[src/rtl/mpid_pkg.sv]
package mpid_pkg;

	localparam int OPERAND_W   = 63;
	localparam int RESULT_W    = 31;
	localparam int REQ_W       = 2;
	localparam int IN_TDATA_W  = 128;
	localparam int OUT_TDATA_W = 32;
	localparam int CNT_W       = $clog2(OPERAND_W + 1);
	localparam int APB_DATA_W  = 32;
	localparam int APB_ADDR_W  = 3;

	localparam logic [30:0] DEFAULT_MODULUS = 31'd1000000007;

	localparam logic REG_MODULUS = 1'b0;

	typedef enum logic [REQ_W-1:0] {
		OP_POWER   = 2'd0,
		OP_INVERSE = 2'd1,
		OP_DIVIDE  = 2'd2
	} op_t;

	typedef struct packed {
		logic start;
	} red_ctl_t;

	typedef struct packed {
		logic busy;
		logic done;
	} red_sts_t;

endpackage

[src/rtl/mpid_cfg.sv]
module mpid_cfg
	import mpid_pkg::*;
#(
	parameter int MOD_WIDTH = 31
) (
	input  logic                  clk,
	input  logic                  arst_n,
	input  logic                  psel,
	input  logic                  penable,
	input  logic                  pwrite,
	input  logic [APB_ADDR_W-1:0] paddr,
	input  logic [APB_DATA_W-1:0] pwdata,
	output logic [APB_DATA_W-1:0] prdata,
	output logic                  pready,
	output logic [MOD_WIDTH-1:0]  modulus
);

	logic [MOD_WIDTH-1:0] modulus_q;
	logic                 hit;

	assign pready  = 1'b1;
	assign hit     = (paddr[APB_ADDR_W-1] == REG_MODULUS);
	assign modulus = modulus_q;
	assign prdata  = hit ? APB_DATA_W'(modulus_q) : '0;

	always_ff @(posedge clk or negedge arst_n) begin
		if (!arst_n) begin
			modulus_q <= DEFAULT_MODULUS[MOD_WIDTH-1:0];
		end else if (psel && penable && pwrite && pready && hit) begin
			modulus_q <= pwdata[MOD_WIDTH-1:0];
		end
	end

endmodule

[src/rtl/mpid_reduce.sv]
module mpid_reduce
	import mpid_pkg::*;
#(
	parameter int MOD_WIDTH = 31
) (
	input  logic                 clk,
	input  logic                 arst_n,
	input  red_ctl_t             ctl,
	input  logic [OPERAND_W-1:0] value,
	input  logic [MOD_WIDTH-1:0] modulus,
	output red_sts_t             sts,
	output logic [MOD_WIDTH-1:0] rem
);

	logic                 busy_q;
	logic                 done_q;
	logic [CNT_W-1:0]     cnt_q;
	logic [OPERAND_W-1:0] val_q;
	logic [MOD_WIDTH-1:0] rem_q;
	logic [MOD_WIDTH:0]   trial;
	logic [MOD_WIDTH:0]   diff;
	logic [MOD_WIDTH-1:0] rem_next;

	assign trial    = {rem_q, val_q[OPERAND_W-1]};
	assign diff     = trial - {1'b0, modulus};
	assign rem_next = (trial >= {1'b0, modulus}) ? diff[MOD_WIDTH-1:0] : trial[MOD_WIDTH-1:0];

	assign sts.busy = busy_q;
	assign sts.done = done_q;
	assign rem      = rem_q;

	always_ff @(posedge clk or negedge arst_n) begin
		if (!arst_n) begin
			busy_q <= 1'b0;
			done_q <= 1'b0;
			cnt_q  <= '0;
		end else begin
			done_q <= 1'b0;
			if (ctl.start) begin
				busy_q <= 1'b1;
				cnt_q  <= CNT_W'(OPERAND_W);
			end else if (busy_q) begin
				cnt_q <= cnt_q - CNT_W'(1);
				if (cnt_q == CNT_W'(1)) begin
					busy_q <= 1'b0;
					done_q <= 1'b1;
				end
			end
		end
	end

	always_ff @(posedge clk) begin
		if (ctl.start) begin
			val_q <= value;
			rem_q <= '0;
		end else if (busy_q) begin
			val_q <= val_q << 1;
			rem_q <= rem_next;
		end
	end

endmodule

[src/rtl/modular_power_inverse_divide.sv]
// Sequence: the base (operand_b for divide, else operand_a) is reduced first, then each step is a modular multiply.
// Each multiply is one 31x31 product, zero-extended to 63 bits and reduced bit-serially, one bit per cycle.
// Power: (exponent bit length - 1) squarings plus one multiply per set bit.
// Inverse and divide follow the same loop over the bits of modulus-2 (divide adds two).
// Throughput: one transaction at a time; a finished result waits in the output register.
// Reset: arst_n clears all control state; modulus returns to 1000000007.
module modular_power_inverse_divide
	import mpid_pkg::*;
#(
	parameter int MOD_WIDTH = 31
) (
	input  logic                   clk,
	input  logic                   arst_n,
	input  logic                   s_tvalid,
	output logic                   s_tready,
	input  logic [IN_TDATA_W-1:0]  s_tdata,   // operand_a [62:0], operand_b [125:63]
	input  logic [REQ_W-1:0]       s_tuser,   // req_type [1:0]
	output logic                   m_tvalid,
	input  logic                   m_tready,
	output logic [OUT_TDATA_W-1:0] m_tdata,   // result [30:0]
	input  logic                   psel,
	input  logic                   penable,
	input  logic                   pwrite,
	input  logic [APB_ADDR_W-1:0]  paddr,
	input  logic [APB_DATA_W-1:0]  pwdata,
	output logic [APB_DATA_W-1:0]  prdata,
	output logic                   pready
);

	typedef enum logic [4:0] {
		S_IDLE  = 5'b00001,
		S_STEP  = 5'b00010,
		S_LOAD  = 5'b00100,
		S_WAIT  = 5'b01000,
		S_WRITE = 5'b10000
	} state_t;

	typedef enum logic [2:0] {
		K_BASE,
		K_ACC,
		K_SQR,
		K_AMOD,
		K_FIN
	} kind_t;

	state_t               state_q;
	kind_t                kind_q;
	op_t                  op_q;
	logic                 amod_q;
	logic                 out_valid_q;
	logic [OPERAND_W-1:0] a_q;
	logic [OPERAND_W-1:0] exp_q;
	logic [OPERAND_W-1:0] red_q;
	logic [MOD_WIDTH-1:0] base_q;
	logic [MOD_WIDTH-1:0] acc_q;
	logic [MOD_WIDTH-1:0] res_q;
	logic [RESULT_W-1:0]  out_q;

	logic [MOD_WIDTH-1:0]   modulus;
	logic [MOD_WIDTH-1:0]   rem;
	red_ctl_t               red_ctl;
	red_sts_t               red_sts;
	logic [OPERAND_W-1:0]   red_val;
	logic [OPERAND_W-1:0]   op_a;
	logic [OPERAND_W-1:0]   op_b;
	logic                   accept;
	logic                   req_ok;
	logic                   out_free;
	logic [MOD_WIDTH-1:0]   mul_x;
	logic [2*MOD_WIDTH-1:0] prod;
	logic [MOD_WIDTH-1:0]   mod_m2;

	mpid_cfg #(
		.MOD_WIDTH (MOD_WIDTH)
	) u_cfg (
		.clk     (clk),
		.arst_n  (arst_n),
		.psel    (psel),
		.penable (penable),
		.pwrite  (pwrite),
		.paddr   (paddr),
		.pwdata  (pwdata),
		.prdata  (prdata),
		.pready  (pready),
		.modulus (modulus)
	);

	mpid_reduce #(
		.MOD_WIDTH (MOD_WIDTH)
	) u_reduce (
		.clk     (clk),
		.arst_n  (arst_n),
		.ctl     (red_ctl),
		.value   (red_val),
		.modulus (modulus),
		.sts     (red_sts),
		.rem     (rem)
	);

	assign op_a     = s_tdata[OPERAND_W-1:0];
	assign op_b     = s_tdata[2*OPERAND_W-1:OPERAND_W];
	assign s_tready = (state_q == S_IDLE);
	assign accept   = s_tvalid && s_tready;
	assign req_ok   = (modulus >= MOD_WIDTH'(2)) &&
		((s_tuser == OP_POWER) || (s_tuser == OP_INVERSE) || (s_tuser == OP_DIVIDE));
	assign out_free = !out_valid_q || m_tready;
	assign mod_m2   = modulus - MOD_WIDTH'(2);

	assign red_ctl.start = (accept && req_ok) || (state_q == S_LOAD);
	assign red_val = (state_q == S_IDLE) ? ((s_tuser == OP_DIVIDE) ? op_b : op_a) : red_q;

	assign mul_x = ((exp_q == '0) || exp_q[0]) ? acc_q : base_q;
	assign prod  = mul_x * base_q;

	assign m_tvalid = out_valid_q;
	assign m_tdata  = {{(OUT_TDATA_W-RESULT_W){1'b0}}, out_q};

	always_ff @(posedge clk or negedge arst_n) begin
		if (!arst_n) begin
			state_q     <= S_IDLE;
			kind_q      <= K_BASE;
			op_q        <= OP_POWER;
			amod_q      <= 1'b0;
			out_valid_q <= 1'b0;
		end else begin
			if ((state_q == S_WRITE) && out_free) begin
				out_valid_q <= 1'b1;
			end else if (m_tready) begin
				out_valid_q <= 1'b0;
			end
			unique case (state_q)
				S_IDLE: begin
					if (accept) begin
						amod_q <= 1'b0;
						kind_q <= K_BASE;
						if (req_ok) begin
							op_q    <= op_t'(s_tuser);
							state_q <= S_WAIT;
						end else begin
							state_q <= S_WRITE;
						end
					end
				end
				S_STEP: begin
					priority if (exp_q != '0) begin
						kind_q  <= exp_q[0] ? K_ACC : K_SQR;
						state_q <= S_LOAD;
					end else if (op_q == OP_DIVIDE && !amod_q) begin
						kind_q  <= K_AMOD;
						state_q <= S_LOAD;
					end else if (op_q == OP_DIVIDE) begin
						kind_q  <= K_FIN;
						state_q <= S_LOAD;
					end else begin
						state_q <= S_WRITE;
					end
				end
				S_LOAD: begin
					state_q <= S_WAIT;
				end
				S_WAIT: begin
					if (red_sts.done) begin
						if (kind_q == K_AMOD) begin
							amod_q <= 1'b1;
						end
						state_q <= (kind_q == K_FIN) ? S_WRITE : S_STEP;
					end
				end
				S_WRITE: begin
					if (out_free) begin
						state_q <= S_IDLE;
					end
				end
				default: begin
					state_q <= S_IDLE;
				end
			endcase
		end
	end

	always_ff @(posedge clk) begin
		unique case (state_q)
			S_IDLE: begin
				if (accept) begin
					a_q   <= op_a;
					acc_q <= MOD_WIDTH'(1);
					res_q <= '0;
					exp_q <= (s_tuser == OP_POWER) ? op_b : OPERAND_W'(mod_m2);
				end
			end
			S_STEP: begin
				priority if (exp_q != '0) begin
					red_q <= OPERAND_W'(prod);
				end else if (op_q == OP_DIVIDE && !amod_q) begin
					red_q <= a_q;
				end else if (op_q == OP_DIVIDE) begin
					red_q <= OPERAND_W'(prod);
				end else begin
					res_q <= acc_q;
				end
			end
			S_WAIT: begin
				if (red_sts.done) begin
					unique case (kind_q)
						K_BASE, K_AMOD: begin
							base_q <= rem;
						end
						K_ACC: begin
							acc_q    <= rem;
							exp_q[0] <= 1'b0;
						end
						K_SQR: begin
							base_q <= rem;
							exp_q  <= exp_q >> 1;
						end
						K_FIN: begin
							res_q <= rem;
						end
						default: begin
							res_q <= res_q;
						end
					endcase
				end
			end
			S_WRITE: begin
				if (out_free) begin
					out_q <= RESULT_W'(res_q);
				end
			end
			default: begin
				res_q <= res_q;
			end
		endcase
	end

	a_idle_unit_free: assert property (@(posedge clk) disable iff (!arst_n)
		(state_q == S_IDLE) |-> !red_sts.busy)
		else $error("reducer busy while sequencer idle");

	a_done_in_wait: assert property (@(posedge clk) disable iff (!arst_n)
		red_sts.done |-> (state_q == S_WAIT))
		else $error("reduction finished outside wait state");

	a_result_reduced: assert property (@(posedge clk) disable iff (!arst_n)
		($rose(out_valid_q) && (modulus >= MOD_WIDTH'(2))) |->
		(out_q < RESULT_W'(modulus)))
		else $error("result not below modulus");

	a_accept_leaves_idle: assert property (@(posedge clk) disable iff (!arst_n)
		accept |=> (state_q != S_IDLE))
		else $error("sequencer stayed idle after accepting a transaction");

endmodule

[config.mk]
export PLATFORM = sky130hd
export DESIGN_NAME = modular_power_inverse_divide
export DESIGN_NICKNAME = d
export VERILOG_FILES = /design/src/rtl/mpid_pkg.sv /design/src/rtl/mpid_cfg.sv /design/src/rtl/mpid_reduce.sv /design/src/rtl/modular_power_inverse_divide.sv
export SDC_FILE = /design/constraint.sdc
export NUM_CORES = 2
export LEC_CHECK = 0
export BUFFER_PORTS_ARGS = -buffer_cell sky130_fd_sc_hd__buf_2
export CORE_MARGIN = 5
export CORE_UTILIZATION = 50
export DETAILED_ROUTE_END_ITERATION = 16
export PLACE_DENSITY = 0.7
export SYNTH_ARGS = -nofsm -noshare
export SYNTH_HDL_FRONTEND = slang
export SYNTH_SLANG_ARGS = --single-unit
[constraint.sdc]
create_clock -name clk -period 9.5 [get_ports clk]
set_clock_uncertainty 0.2 [all_clocks]
set_input_delay 0.95 -clock clk [delete_from_list [all_inputs] [get_ports clk]]
set_output_delay 0.95 -clock clk [all_outputs]
set_load 0.05 [all_outputs]
# Yosys cells after proc, flatten, opt, wreduce, memory -nomap -nowiden
# Cells that the tools add are included.
# word_totals
register_bits	458
latchBits	0
ram_bits	0
mem_bits_ro	0
input_bits	172
output_inout_bits	67
word_cells	146
memories	0
# op_classes
n_addsub	3
multipliers	1
div_mod_pow	0
n_lt_le_gt_ge	2
eq_ne	25
n_shift	0
mux	56
bitwise_logic	1
reduce_logical	38
# op_table
operator	count
$mux W63	9
$mux W31	12
$pmux W63 S2	1
$mux W62	2
$pmux W31 S3	1
$logic_not A63 Y1	1
$reduce_bool A63 Y1	1
$mul A31 B31 Y62	1
$pmux W31 S2	1
$mux W5	8
$ge A32 B31 Y1	1
$ge A31 B2 Y1 const B	1
$sub A31 B2 Y31 const B	1
$sub A31 B31 Y31	1
$pmux W5 S5	1
$reduce_and A4 Y1	4
$ne A2 B2 Y1 const B	7
$mux W3	4
$mux W6	2
$reduce_and A3 Y1	4
$mux W1	11
$logic_and A1 B1 Y1	8
$reduce_bool A2 Y1	4
$reduce_and A7 Y1	1
26 further kinds	39

# Depth between registers and ports, before layout
# logic_depth
depth_word	7
ltp_mapped	35
depth_no_buf	31

# By module
# From an unflattened synthesis, not the netlist that was laid out.
# hier_totals
hier_cells	5441
hier_area_um2	53667.7
# modules_own_cells
module	n_inst	cells_per_inst	area_each_um2	seq_area_each_um2
modular_power_inverse_divide	1	4699	45603.7	9700.6
mpid_reduce	1	638	6521.3	2712.6
mpid_cfg	1	104	1542.7	795.8

# Worst setup path before layout
# OpenSTA, ideal clock, no wires.
# synth_timing
path_kind	register -> register
from	reg exp_q[11]
to	reg red_q[50], data pin
setup_ns	0.260
arrival_time_ns	8.408
required_time_ns	9.040
path_slack_ns	0.632
stages_incl_launch_ff	32
n_path_buf	4
synth_period_minus_slack_ns	8.868
cell_sequence	edfxtp_1 nor4_1 nand4_1 nor4_2 or2_2 buf_2 buf_2 nand2_1 nand2_1 clkbuf_1 and2_1 fa_1 fa_1 inv_1 fa_1 fa_1 inv_1 fa_1 fa_1 fa_1 fa_1 ha_1 buf_6 a21o_1 a31oi_1 or3b_1 o31ai_2 o21ai_1 o2111ai_2 nand2_1 xor2_1 mux2_2
# synth_between
elab_chain_len	7
elab_cells_between_ends	8
classes_between	1 x mul; 4 x mux; 3 x reduce/logical
# synth_lines
element	line	rtl
start, declared	modular_power_inverse_divide.sv:52	logic [OPERAND_W-1:0] exp_q;
start signal, assigned	modular_power_inverse_divide.sv:188	exp_q <= (s_tuser == OP_POWER) ? op_b : OPERAND_W'(mod_m2);
start signal, assigned	modular_power_inverse_divide.sv:214	exp_q <= exp_q >> 1;
$logic_not A63 Y1	modular_power_inverse_divide.sv:112	assign mul_x = ((exp_q == '0) || exp_q[0]) ? acc_q : base_q;
$logic_or A1 B1 Y1	modular_power_inverse_divide.sv:112	
$mux W31	modular_power_inverse_divide.sv:112	
$mul A31 B31 Y62	modular_power_inverse_divide.sv:113	assign prod = mul_x * base_q;
$mux W63	modular_power_inverse_divide.sv:196	end else if (op_q == OP_DIVIDE) begin
$mux W63	modular_power_inverse_divide.sv:194	end else if (op_q == OP_DIVIDE && !amod_q) begin
$mux W62 (*)	modular_power_inverse_divide.sv:192	priority if (exp_q != '0) begin
end signal, assigned	modular_power_inverse_divide.sv:193	red_q <= OPERAND_W'(prod);
end signal, assigned	modular_power_inverse_divide.sv:195	red_q <= a_q;
end signal, assigned	modular_power_inverse_divide.sv:197	red_q <= OPERAND_W'(prod);
end, declared	modular_power_inverse_divide.sv:53	logic [OPERAND_W-1:0] red_q;
# Mark *: on every way between the ends. The rest lies on a longest branch, timed or not. The select of a mux whose other input is x is not followed.
# A chain may end at the register's enable or synchronous reset.

# Worst setup path in the final report
# layout_timing
from	reg exp_q[48]
to	reg red_q[42], data pin
# Same word-level chain as after synthesis.

==> flow_metrics.env <==
export IMPL_status="finished, final reports clean"
export IMPL_ys_flop_type="edfxtp_1"
export IMPL_fmax_mhz=105.6
export IMPL_vias_per_cell=5.581
export IMPL_fin_crit_ns=9.473
export IMPL_synth_edff_count=376
export IMPL_drc=0
export IMPL_required_ns=9.62
export IMPL_yosysTopAreaCellShare_pct=31.61
export IMPL_dieHeight_um=335.8
export IMPL_crit_path_end_kind="flip-flop"
export IMPL_cp_start_kind="flip-flop"
export IMPL_cp_top_family="adder cells"
export IMPL_antenna_found_initial=5
export IMPL_drt_iter0_drc=3524
export IMPL_layout_nets=7062
export IMPL_dp_cells=7067
export IMPL_antenna_left=0
export IMPL_area_growth_pct=13.82
export IMPL_final_cells=7193
export IMPL_ff_latch_area_um2=13210
export IMPL_ys_warn_count=0
export IMPL_finish_utilization_pct=57.30
export IMPL_gr_total_overflow=0
export IMPL_clk_pin_slew_ns=0.07
export IMPL_cts_tree="built"
export IMPL_synth_area_top_cells="fa_1 (32%), edfxtp_1 (21%), ha_1 (6.8%), and2_1 (6.1%), nand2_1 (6.0%)"
export IMPL_start_util_pct=50.34
export IMPL_grt_max_degree=93
export IMPL_dp_slack_ns=-0.1400
export IMPL_ioPinCount=239
export IMPL_htree_num_levels=2
export IMPL_synth_top_area_cell="fa_1"
export IMPL_std_cell_rows=119
export IMPL_die_w_um=335.8
export IMPL_synth_distinct_cells=86
export IMPL_slowest_stage="fa_2"
export IMPL_crit_type="flip-flop to flip-flop"
export IMPL_critPathMaxStageDelay_ns=0.60
export IMPL_relSlewSlack_pct=31.33
export IMPL_insertion_delay_ns=0.62
export IMPL_wl_mm=154.0
export IMPL_grt_usage_pct=26.82
export IMPL_cts_buffers=47
export IMPL_place_gp_congestion=0.9740
export IMPL_synthArstFlopShare_pct=11.14
export IMPL_fin_crit_sh_pct=99.72
export IMPL_min_path_type="input port to async pin"
export IMPL_cts_root_buf="clkbuf_16"
export IMPL_setup_slack_ns=0.02662
export IMPL_drive_above_1_share_pct=15.46
export IMPL_grt_pass1_wl_mm=234.8
export IMPL_drv_cap=0
export IMPL_core_um2=105400
export IMPL_avgRoutedWirePerCell_um=21.41
export IMPL_fill_cells=9195
export IMPL_postSynthCellCount=5472
export IMPL_rsz0062_at_grt="yes"
export IMPL_critPathMaxFanout=17
export IMPL_clk_path_buf_depth=3
export IMPL_grt_pass1_vias=40900
export IMPL_firstDrtPassIters=5
export IMPL_finalHoldViolations=0
export IMPL_cts_sinks=458
export IMPL_synth_seq_cells=458
export IMPL_antenna_cells=0
export IMPL_finalSetupViolCount=0
export IMPL_dpl_cell_area_um2=57280
export IMPL_die_area_um2=112800
export IMPL_place_port_buffers=230
export IMPL_worst_slew_pin_slew_ns=1.030
export IMPL_via_count=40140
export IMPL_path_buf_inv=8
export IMPL_critPathArrivalTime_ns=9.60
export IMPL_ys_seq_area_share_pct=24.89
export IMPL_post_route_cell_area_um2=60400
export IMPL_syn_area_per_cell_um2=9.699
export IMPL_slew_violations=0
export IMPL_multi_input_area_um2=36330
export IMPL_place_hpwl_mm=122.5
export IMPL_synth_area_um2=53070
-- state kept, by name, indices dropped and copies added, names as in the netlist --
name,flops
out_q,31
u_reduce.done_q,1
amod_q,1
u_reduce.rem,31
a_q,63
res_q,31
acc_q,31
u_reduce.cnt_q,6
state_q,5
u_reduce.busy_q,1
kind_q,3
exp_q,63
op_q,2
u_cfg.modulus,31
m_tvalid,1
red_q,63
base_q,31
u_reduce.val_q,63
-- layout make-up --
type | count | area share, %
timing repair buffer | 564 | 7.304
tap | 1391 | 2.881
sequential | 458 | 21.87
clock buffer | 61 | 2.214
clock inverter | 27 | 0.5344
multi-input combinational | 3879 | 60.14
inverter | 813 | 5.052
-- cells in the final DEF (no fill, tap or decap), types with 81 or more instances in the layout --
| cell | n |
|---|---|
| nor2_1 | 216 |
| inv_1 | 806 |
| edfxtp_1 | 376 |
| fa_1 | 814 |
| mux2i_1 | 81 |
| o21ai_0 | 175 |
| ha_1 | 277 |
| a21o_1 | 84 |
| buf_2 | 230 |
| buf_4 | 265 |
| and2_1 | 504 |
| nand2_1 | 807 |
| a21oi_1 | 243 |
-- stage by stage --
stage | setup TNS [ns] | hold WS (ns)
floorplan | 0 | 0.2003
finish | 0 | 0.2254
CTS | 0 | 0.2287
global placement | -0.1883 | 0.2079
global route | -1.263 | 0.2386
detailed placement | -0.7510 | 0.2051
-- cells in the mapped netlist, types with 14 or more instances --
cell type and number:
and3_1 28, buf_1 14, o21a_1 27, mux2i_1 81
dfxtp_1 31, inv_1 810, dfstp_2 17, edfxtp_1 376
xor2_1 29, a211oi_1 21, o21ai_0 186, nand3_1 59
nor3_1 35, clkbuf_1 238, dfrtp_1 34, o21ai_1 16
and2_1 521, fa_1 838, mux2_2 39, ha_1 289
nor4_1 26, a21o_1 84, nor2_1 221, buf_2 55
nand2_1 844, a21oi_1 259, nand4_1 24, xnor2_1 69
-- final timing paths --
kind / from / to / slack [ns] / cells past startpoint
worst max-delay path: exp_q[48] / red_q[42] / 0.03 / 33
worst min-delay path: arst_n / u_cfg.modulus[26] / 0.23 / 2
worst max register to register: exp_q[48] / red_q[42] / 0.03 / 33
worst min register to register: res_q[18] / out_q[18] / 0.23 / 0
max in group asynchronous: arst_n / u_reduce.busy_q / 8.38 / 2
min in group clk: res_q[18] / out_q[18] / 0.23 / 0
-- logic make-up (layout without fill, tap and decap cells) --
logic type      Yosys count  count (layout)  synth area share (%)
flops                   458             458                 24.89
fa+ha+maj              1127            1127                 38.42
other cells               2               3               0.01415
compound gates          688             688                 7.728
mux                     120             120                 2.355
xor+xnor                 98              98                 1.617
simple gates           1841            1843                 16.64
buf+inv                1138            1465                 8.327
-- routing by layer --
layer | vias to the layer above | track usage (%) | wire (um)
met5 | - | 0 | 53
met2 | 1553 | 44.51 | 73830
met3 | 327 | 2.628 | 10240
met4 | 8 | 12.18 | 8523
met1 | 20350 | 36.09 | 61350
li1 | 17910 | - | -
-- what timing repair did --
item,4_1_cts,5_1_grt
cloned,0,13
pin swaps,8,122
hold buffers,0,0
setup endpoints to repair,20,33
buffers inserted,1,28
gates resized for setup,20,215
Power is not shown: default switching activity piles up to over one toggle a cycle in this logic, so the estimate is an artifact.
